`src/rtl/udi_pkg.sv`:
```
// Shared types and constants for the unsigned divide-by-invariant block.
package udi_pkg;

	localparam int DATA_WIDTH_DEF = 32;
	localparam int OP_WIDTH       = 32;

	localparam logic CMD_SET    = 1'b0;
	localparam logic CMD_DIVIDE = 1'b1;

	typedef struct packed {
		logic load;
		logic cnt_step;
		logic prep;
		logic div_step;
		logic commit;
		logic mul;
		logic sub;
		logic add;
	} udi_cmd_t;

	typedef struct packed {
		logic in_zero;
		logic sr_zero;
		logic div_last;
	} udi_stat_t;

endpackage

```
`src/rtl/udi_ctrl.sv`:
```
// Control state machine: sequences divisor setup and divide transfers.
module udi_ctrl (
	input  logic                clk,
	input  logic                arst_n,
	input  logic                in_valid,
	output logic                in_ready,
	input  logic                command,
	output logic                out_valid,
	input  logic                out_ready,
	input  udi_pkg::udi_stat_t  stat,
	output udi_pkg::udi_cmd_t   cmd
);
	import udi_pkg::*;

	typedef enum logic [7:0] {
		ST_IDLE   = 8'b0000_0001,
		ST_COUNT  = 8'b0000_0010,
		ST_PREP   = 8'b0000_0100,
		ST_DIV    = 8'b0000_1000,
		ST_COMMIT = 8'b0001_0000,
		ST_MUL    = 8'b0010_0000,
		ST_SUB    = 8'b0100_0000,
		ST_ADD    = 8'b1000_0000
	} state_t;

	state_t state_q, state_d;
	logic   out_valid_q;
	logic   out_free;

	assign out_free  = !out_valid_q || out_ready;
	assign in_ready  = (state_q == ST_IDLE);
	assign out_valid = out_valid_q;

	always_comb begin
		state_d = state_q;
		case (state_q)
			ST_IDLE: begin
				if (in_valid) begin
					if (command == CMD_DIVIDE) state_d = ST_MUL;
					else if (stat.in_zero)     state_d = ST_COMMIT;
					else                       state_d = ST_COUNT;
				end
			end
			ST_COUNT:  if (stat.sr_zero) state_d = ST_PREP;
			ST_PREP:   state_d = ST_DIV;
			ST_DIV:    if (stat.div_last) state_d = ST_COMMIT;
			ST_COMMIT: if (out_free) state_d = ST_IDLE;
			ST_MUL:    state_d = ST_SUB;
			ST_SUB:    state_d = ST_ADD;
			ST_ADD:    if (out_free) state_d = ST_IDLE;
			default:   state_d = ST_IDLE;
		endcase
	end

	always_comb begin
		cmd          = '0;
		cmd.load     = (state_q == ST_IDLE) && in_valid;
		cmd.cnt_step = (state_q == ST_COUNT) && !stat.sr_zero;
		cmd.prep     = (state_q == ST_PREP);
		cmd.div_step = (state_q == ST_DIV);
		cmd.commit   = (state_q == ST_COMMIT) && out_free;
		cmd.mul      = (state_q == ST_MUL);
		cmd.sub      = (state_q == ST_SUB);
		cmd.add      = (state_q == ST_ADD) && out_free;
	end

	always_ff @(posedge clk or negedge arst_n) begin
		if (!arst_n) begin
			state_q     <= ST_IDLE;
			out_valid_q <= 1'b0;
		end else begin
			state_q <= state_d;
			if (cmd.commit || cmd.add) out_valid_q <= 1'b1;
			else if (out_ready)        out_valid_q <= 1'b0;
		end
	end

	// a held result blocks completion
	a_hold_add: assert property (@(posedge clk) disable iff (!arst_n)
		state_q == ST_ADD && !out_free |=> state_q == ST_ADD)
		else $error("divide completed over an untaken result");
	a_div_path: assert property (@(posedge clk) disable iff (!arst_n)
		in_valid && in_ready && command == CMD_DIVIDE |=> state_q == ST_MUL)
		else $error("divide transfer did not enter multiply");
	a_done_valid: assert property (@(posedge clk) disable iff (!arst_n)
		cmd.commit || cmd.add |=> out_valid_q && state_q == ST_IDLE)
		else $error("completion did not present a result");

endmodule

```
`src/rtl/udi_dpath.sv`:
```
// Datapath: bit length count, restoring divider, multiplier and correction.
module udi_dpath #(
	parameter int DATA_WIDTH = udi_pkg::DATA_WIDTH_DEF
) (
	input  logic                          clk,
	input  logic                          arst_n,
	input  logic [udi_pkg::OP_WIDTH-1:0]  operand,
	input  udi_pkg::udi_cmd_t             cmd,
	output udi_pkg::udi_stat_t            stat,
	output logic [udi_pkg::OP_WIDTH-1:0]  quotient,
	output logic                          divisor_error
);
	import udi_pkg::*;

	localparam int W   = DATA_WIDTH;
	localparam int PW  = 2 * DATA_WIDTH;
	localparam int LGW = $clog2(DATA_WIDTH + 1);
	localparam int SHW = $clog2(DATA_WIDTH);
	localparam int CW  = $clog2(DATA_WIDTH);

	logic [W-1:0]   x_q, sr_q, rem_q, qt_q, hi_q, diff_q, res_q, m_q;
	logic [LGW-1:0] lg_q;
	logic [CW-1:0]  cnt_q;
	logic [SHW-1:0] s2_q;
	logic           s1_q, d_zero_q, err_q;

	logic [W-1:0]   in_word;
	logic [W:0]     pow, top_w, trial, trial_sub;
	logic           ge;
	logic [PW-1:0]  prod;
	logic [W-1:0]   sum;

	assign in_word = operand[W-1:0];

	assign stat.in_zero  = (in_word == '0);
	assign stat.sr_zero  = (sr_q == '0);
	assign stat.div_last = (cnt_q == '0);

	assign pow       = (W+1)'(1) << lg_q;
	assign top_w     = pow - (W+1)'(x_q);
	assign trial     = {rem_q, 1'b0};
	assign ge        = trial >= (W+1)'(x_q);
	assign trial_sub = trial - (W+1)'(x_q);
	assign prod      = PW'(x_q) * PW'(m_q);
	assign sum       = diff_q + hi_q;

	always_ff @(posedge clk) begin
		if (cmd.load) begin
			x_q      <= in_word;
			sr_q     <= in_word - W'(1);
			lg_q     <= '0;
			d_zero_q <= stat.in_zero;
		end
		if (cmd.cnt_step) begin
			sr_q <= sr_q >> 1;
			lg_q <= lg_q + LGW'(1);
		end
		if (cmd.prep) begin
			rem_q <= top_w[W-1:0];
			qt_q  <= '0;
			cnt_q <= CW'(W - 1);
		end
		if (cmd.div_step) begin
			rem_q <= ge ? trial_sub[W-1:0] : trial[W-1:0];
			qt_q  <= {qt_q[W-2:0], ge};
			cnt_q <= cnt_q - CW'(1);
		end
		if (cmd.mul) hi_q <= prod[PW-1:W];
		if (cmd.sub) diff_q <= (x_q - hi_q) >> s1_q;
		if (cmd.add) begin
			res_q <= sum >> s2_q;
			err_q <= 1'b0;
		end
		if (cmd.commit) begin
			res_q <= '0;
			err_q <= d_zero_q;
		end
	end

	// divisor state; reset value divides by one
	always_ff @(posedge clk or negedge arst_n) begin
		if (!arst_n) begin
			m_q  <= W'(1);
			s1_q <= 1'b0;
			s2_q <= '0;
		end else if (cmd.commit && !d_zero_q) begin
			m_q  <= qt_q + W'(1);
			s1_q <= (lg_q != '0);
			s2_q <= (lg_q > LGW'(1)) ? SHW'(lg_q - LGW'(1)) : '0;
		end
	end

	assign quotient      = OP_WIDTH'(res_q);
	assign divisor_error = err_q;

	a_mult_nonzero: assert property (@(posedge clk) disable iff (!arst_n)
		cmd.commit && !d_zero_q |=> m_q != '0)
		else $error("multiplier wrapped to zero");
	a_shift_pair: assert property (@(posedge clk) disable iff (!arst_n)
		!s1_q |-> s2_q == '0)
		else $error("second shift set without first shift");

endmodule

```
`src/rtl/unsigned_divide_by_invariant.sv`:
```
// Top level: unsigned division by a stored invariant divisor.
// Divide: the operand passes the multiply, subtract and add states; the result is registered.
// Set divisor d: a bit count finds L = ceil(log2 d), then the one-bit-per-cycle restoring divider
//   forms W quotient bits (W data bits); a zero divisor goes straight to the commit state.
// Inputs are refused while an item is in progress; a waiting result holds completion.
// Asynchronous reset selects divisor one (multiplier 1, both shifts 0).
module unsigned_divide_by_invariant #(
	parameter int DATA_WIDTH = udi_pkg::DATA_WIDTH_DEF
) (
	input  logic                          clk,
	input  logic                          arst_n,
	input  logic                          in_valid,
	output logic                          in_ready,
	input  logic                          command,
	input  logic [udi_pkg::OP_WIDTH-1:0]  operand,
	output logic                          out_valid,
	input  logic                          out_ready,
	output logic [udi_pkg::OP_WIDTH-1:0]  quotient,
	output logic                          divisor_error
);
	import udi_pkg::*;

	udi_cmd_t  cmd;
	udi_stat_t stat;

	udi_ctrl u_ctrl (
		.clk       (clk),
		.arst_n    (arst_n),
		.in_valid  (in_valid),
		.in_ready  (in_ready),
		.command   (command),
		.out_valid (out_valid),
		.out_ready (out_ready),
		.stat      (stat),
		.cmd       (cmd)
	);

	udi_dpath #(
		.DATA_WIDTH (DATA_WIDTH)
	) u_dpath (
		.clk           (clk),
		.arst_n        (arst_n),
		.operand       (operand),
		.cmd           (cmd),
		.stat          (stat),
		.quotient      (quotient),
		.divisor_error (divisor_error)
	);

endmodule

```
`config.mk`:
```
export PLATFORM = sky130hd
export DESIGN_NAME = unsigned_divide_by_invariant
export DESIGN_NICKNAME = d
export VERILOG_FILES = /design/src/rtl/udi_pkg.sv /design/src/rtl/udi_ctrl.sv /design/src/rtl/udi_dpath.sv /design/src/rtl/unsigned_divide_by_invariant.sv
export SDC_FILE = /design/constraint.sdc
export NUM_CORES = 2
export LEC_CHECK = 0
export ABC_CLOCK_PERIOD_IN_PS = 11850
export BUFFER_PORTS_ARGS = -buffer_cell sky130_fd_sc_hd__buf_4
export CAP_MARGIN = 15
export CORE_UTILIZATION = 30
export CTS_CLUSTER_SIZE = 14
export DETAILED_ROUTE_END_ITERATION = 10
export MAX_ROUTING_LAYER = met4
export SKIP_CTS_REPAIR_TIMING = 1
export SYNTH_ARGS = -nofsm -noshare
export SYNTH_HDL_FRONTEND = slang
export SYNTH_SLANG_ARGS = --single-unit
```
`constraint.sdc`:
```
create_clock -name clk -period 11.85 [get_ports clk]
set_input_delay 2.9625 -clock clk [delete_from_list [all_inputs] [get_ports clk]]
set_output_delay 2.9625 -clock clk [all_outputs]
set_load 0.01 [all_outputs]
```
# ---- Word level (Yosys, flattened, before mapping)
# Cells that the tools add are included.
dict set report totals {
  word_cells 87
  output_inout_bits 35
  inputBits 37
  register_bits 284
}
dict set report classes {
  n_reduce_logical 20
  n_lt_le_gt_ge 2
  n_mux 23
  n_addsub 9
  shifts 3
  mul 1
  eq_ne 12
}
# cell n
set op_table {}
lappend op_table {{32-bit two-way mux} 5}
lappend op_table {{32-bit subtractor} 3}
lappend op_table {{32-bit logical NOT} 2}
lappend op_table {{32-bit by 32-bit multiplier with 64-bit output} 1}
lappend op_table {{31-bit two-way mux} 2}
lappend op_table {{8-bit case mux with 7 select lines} 1}
lappend op_table {{8-bit two-way mux} 5}
lappend op_table {{33-bit by 32-bit >= comparator with 1-bit output} 1}
lappend op_table {{32-bit by 1-bit adder with 32-bit output (second input constant)} 1}
lappend op_table {{32-bit adder} 1}
lappend op_table {{1-bit by 6-bit << shifter with 32-bit output (first input constant)} 1}
lappend op_table {{32-bit by 1-bit right shift with 32-bit output} 1}
lappend op_table {{32-bit by 5-bit right shift with 32-bit output} 1}
lappend op_table {{32-bit by 1-bit subtractor with 32-bit output (second input constant)} 1}
lappend op_table {{5-bit two-way mux} 4}
lappend op_table {{6-bit two-way mux} 2}
lappend op_table {{5-bit by 1-bit subtractor with 5-bit output (second input constant)} 2}
lappend op_table {{8-bit by 1-bit == test with 1-bit output (second input constant)} 1}
lappend op_table {{8-bit by 2-bit == test with 1-bit output (second input constant)} 1}
lappend op_table {{8-bit by 3-bit == test with 1-bit output (second input constant)} 1}
lappend op_table {{8-bit by 4-bit == test with 1-bit output (second input constant)} 1}
lappend op_table {{8-bit by 5-bit == test with 1-bit output (second input constant)} 1}
lappend op_table {{8-bit by 6-bit == test with 1-bit output (second input constant)} 1}
lappend op_table {{8-bit by 7-bit == test with 1-bit output (second input constant)} 1}
lappend op_table {{14 further kinds} 29}

# ---- Logic depth before layout (Yosys ltp)
dict set report logic_depth {
  ltp_word 5
  mapped_depth 30
  ltp_nobuf 29
}

# ---- By module
# Synthesis repeated with hierarchy kept, for this count alone.
dict set report hier_totals {
  hier_cells 5720
  hier_area_um2 52587.9
}
# module n_inst cells_each area_per_inst_um2 seq_area_each_um2
set by_module_without_submodules {}
lappend by_module_without_submodules {udi_dpath 1 5653 51971.1 7738.7}
lappend by_module_without_submodules {udi_ctrl 1 67 616.8 226.5}

# ---- Least setup slack after synthesis
# No wires, ideal clock.
dict set report synth_path {
  kind {reg-to-reg}
  startpoint {register u_dpath.x_q[23]}
  endpoint {register u_dpath.hi_q[25], data pin}
  required_time_ps 11588
  synth_period_minus_slack_ps 7688
  setup_ps 262
  stages_incl_launch_ff 24
  n_path_buf 1
  setup_slack_ps 4162
  arrival_time_ps 7426
  cell_sequence {edfxtp_1 clkbuf_1 and2_1 fa_1 inv_1 fa_1 fa_1 inv_1 fa_1 fa_1 fa_1 fa_1 fa_1 ha_1 nand3_1 nor3_1 or4b_2 o211ai_1 a21oi_1 o21a_1 o21ai_0 a21oi_1 o21bai_1 xor2_1}
}
dict set report synth_between {
  elab_chain_cells 1
}
# element line_no
set synth_lines {}
lappend synth_lines {{start: declaration} udi_dpath.sv:21} ;# logic [W-1:0] x_q, sr_q, rem_q, qt_q, hi_q, diff_q, res_q, m_q;
lappend synth_lines {{start signal: assignment} udi_dpath.sv:49} ;# x_q <= in_word;
lappend synth_lines {{32-bit by 32-bit multiplier with 64-bit output} udi_dpath.sv:44} ;# assign prod = PW'(x_q) * PW'(m_q);
lappend synth_lines {{named net u_dpath.prod[57]} udi_dpath.sv:30} ;# logic [PW-1:0] prod;
lappend synth_lines {{end signal: assignment} udi_dpath.sv:68} ;# if (cmd.mul) hi_q <= prod[PW-1:W];
lappend synth_lines {{end: declaration} udi_dpath.sv:21}
# The timed path passes the listed nets, and every way through them passes these cells.
# A chain may end at the register's enable or synchronous reset.

# ---- Final worst setup path
dict set report layout_path {
  startpoint {register u_dpath.m_q[24]}
  endpoint {register u_dpath.hi_q[14], data pin}
}
dict set report layout_between {
  elab_chain_cells 1
}
# element line_no
set layout_lines {}
lappend layout_lines {{start: declaration} udi_dpath.sv:21}
lappend layout_lines {{start signal: assignment} udi_dpath.sv:87} ;# m_q <= qt_q + W'(1);
lappend layout_lines {{32-bit by 32-bit multiplier with 64-bit output} udi_dpath.sv:44}
lappend layout_lines {{named net u_dpath.prod[46]} udi_dpath.sv:30}
# The timed path passes the listed nets, and every way through them passes these cells.

==> out/qor.csv <==
stage,metric,value,unit
clock_network,clockBufferDepth,3,
die,core_region_area,172000,sq um
synth,syn_area_per_cell,9.22,sq um
synth,yosysSeqAreaShare,0.153,
die,dieArea,175000,sq um
pwr,p_leak,0.0263,uW
worst_setup_path,ff2ff_setup_slack,2.84,ns
worst_setup_path,cp.required,12.18,ns
worst_setup_path,criticalPathCategory,reg2reg,
synth,synth-seq-cells,284,
grt,grt_use_met3,0.0233,
grt,grtUsageMet2,0.301,
die,die_w,419,um
cells_and_area,final_cell_area,56400,sq um
clock_network,path_clk_slew,0.06,ns
hold_path,hold_class,reg2reg,
drt,dr.pass1.iters,5,
drt,routed_via_density,5.01,
synth,async_flop_share,0.165,
synth,synthDominantCellAreaShare,0.345,
drt,vias,39700,
synth,synth_top_area_cell,fa_1,
clock_network,cts_buffers,37,
drt,route.detailed.drc,0,
drt,avgRoutedWirePerCell,19.7,um
synth,ys_types,92,
clock_network,h-tree-depth,2,
placement,gp_congestion,0.924,
drt,wirelength,156,mm
sta,tns,0,ns
grt,grt_pass1_wl,244,mm
sta,fin_crit_sh,0.760,
sta,period_needed,9.01,ns
sta,final_max_slew_viol_count,0,
grt,overflow,0,
synth,synth_warnings,0,
sta,finClkSkew,0.0336,ns
grt,met1_usage,0.240,
cells_and_area,syn_to_final_growth,8.25,%
worst_setup_path,arrival,9.34,ns
synth,yosysMostFrequentCell,inv_1,
worst_setup_path,r2r-end,u_dpath.hi_q[14],
hold_path,min_to,u_dpath.quotient[26],
worst_setup_path,rr_startpoint,u_dpath.m_q[24],
sta,hold_viol,0,
die,fp.dieH,419,um
synth,synthesis.area,52100,sq um
clock_network,cts_tree,yes,
sta,relSlewSlack,0.285,
pwr,pwr_density_cell,119,nW/um^2
synth,synth_fp_nets,6987,
die,io_pins,72,
flow_run,maxCapViolations,0,
hold_path,hp-start,u_dpath.quotient[26],
grt,grt_start_max_net_pins,76,
placement,placedInstanceArea,55200,sq um
synth,synthFlopType,edfxtp_1,
run_status,status,completed,
die,rows,152,
synth,synth_common_cells,"inv_1 (958), fa_1 (899), nand2_1 (671)",
worst_setup_path,rr_worst_depth,23,
cells_and_area,post_route_cells_drive_above_1_share,0.0533,
worst_setup_path,startpoint_type,register,
grt,grtUsageTotal,0.185,
grt,antenna_found_initial,5,
sta,timing.fmax,111,MHz
placement,dp.final_hpwl,117,mm
drt,drtIter0Drc,2778,
pwr,ir_drop,131,uV
synth,syn_inst,5655,
synth,ys_top_cells_by_area,"fa_1 (35%), edfxtp_1 (12%), ha_1 (9.5%)",
clock_network,insertion_delay,0.61,ns
die,start_util,0.303,
clock_network,clock_sinks,284,
grt,busiest_layer,met2,
cells_and_area,nets,6908,
hold_path,worstHoldPathCells,2,
placement,port_buffers,71,
sta,rsz0062_at_grt,false,
sta,worst_pin_slew,1.07,ns
worst_setup_path,end_kind,register,
grt,grt_pass1_vias,41100,
drt,detail-route-antenna-nets,0,
worst_setup_path,path_max_fanout,22,
sta,setup_viol,0,
clock_network,cts-root-buf,clkbuf_16,
synth,synth-edff-count,204,
per-layer routing:
layer | wire length, um | share of wire
met2 | 74300 | 0.48
met5 | 0 | 0
met3 | 9790 | 0.063
met4 | 4780 | 0.031
met1 | 66900 | 0.43
worst max-delay path, stage by stage, from the launching register on:
cell	delay, ns
dfrtp_1	0.93
buf_4	0.48
nand2_1	0.13
fa_1	0.59
fa_1	0.46
fa_1	0.57
fa_1	0.43
fa_1	0.54
fa_1	0.44
fa_1	0.46
fa_1	0.49
inv_1	0.05
ha_1	0.49
nand3_1	0.14
nor3_1	0.19
or4b_2	0.61
o211ai_1	0.35
buf_4	0.24
a21oi_1	0.18
o21ai_0	0.34
a21oi_1	0.16
o21bai_1	0.23
a21oi_1	0.12
xnor2_1	0.13
power by group:
part / switching [uW] / total, uW / internal, uW
combinational: 2570 / 4030 / 1470
sequential: 192 / 1510 / 1320
clock: 513 / 1170 / 657
state kept, by name, summed over array words and instances (netlist names):
signal	flops
u_dpath.s1_q	1
u_ctrl.out_valid	1
u_dpath.qt_q	32
u_dpath.x_q	32
u_ctrl.state_q	8
u_dpath.d_zero_q	1
u_dpath.cnt_q	5
u_dpath.lg_q	6
u_dpath.rem_q	32
u_dpath.quotient	32
u_dpath.diff_q	32
u_dpath.sr_q	32
u_dpath.s2_q	5
u_dpath.divisor_error	1
u_dpath.m_q	32
u_dpath.hi_q	32
area by class of cell:
class,count,area (sq um)
Multi-Input combinational cell,4135,39600
Inverter,961,3610
Tap cell,2310,2890
Timing Repair Buffer,157,1180
Clock buffer,48,1010
Antenna cell,3,7.51
Fill cell,17700,116000
Clock inverter,20,215
Sequential cell,284,7970
per-stage QoR:
step	cells	utilization	hold WS [ns]	setup WS, ns	power, uW
after floorplan	5655	-	0.446	4.16	4170
after global placement	7846	0.321	0.453	2.87	5450
after detailed placement	7847	0.321	0.459	3.02	5510
after CTS	7915	0.328	0.472	3.01	6720
after global routing	7915	0.328	0.508	2.68	7220
final	7918	0.328	0.474	2.84	6710
worst max-delay path by stage:
stage,from,end,slack (ns),depth (start not counted)
finish,u_dpath.m_q[24],u_dpath.hi_q[14],2.84,23
floorplan,u_dpath.x_q[23],u_dpath.hi_q[25],4.16,23
CTS,u_dpath.m_q[24],u_dpath.hi_q[14],3.01,23
detailed placement,u_dpath.m_q[24],u_dpath.hi_q[14],3.02,23
global route,u_dpath.m_q[24],u_dpath.hi_q[14],2.68,23
global placement,u_dpath.x_q[4],u_dpath.hi_q[29],2.87,23
cells in the final DEF, fill, tap and decap left out, drive strengths merged, types with 35 or more instances in the layout:
| master | n |
|---|---|
| o21ai | 160 |
| nand3 | 69 |
| a211oi | 37 |
| a21o | 77 |
| inv | 962 |
| mux2i | 36 |
| ha | 396 |
| nand4 | 35 |
| nor2 | 210 |
| fa | 899 |
| xnor2 | 118 |
| clkbuf | 48 |
| nor3 | 62 |
| nand2 | 671 |
| and2 | 613 |
| dfrtp | 45 |
| xor2 | 91 |
| a21oi | 217 |
| edfxtp | 204 |
| buf | 157 |
logic make-up (layout without fill, tap and decap cells):
group                      count (synthesis)  count (layout)  synth area share
AOI/OAI and AO/OA                        718             718            0.0891
other                                      0               3                 0
adders and majority gates               1295            1295             0.440
buffers and inverters                   1236            1186            0.0894
and+or+nand+nor                         1840            1840             0.177
muxes                                     73              73            0.0165
DFF                                      284             284             0.153
xor gates and xnor gates                 209             209            0.0351
No activity file was read; power rests on OpenSTA's default activity.
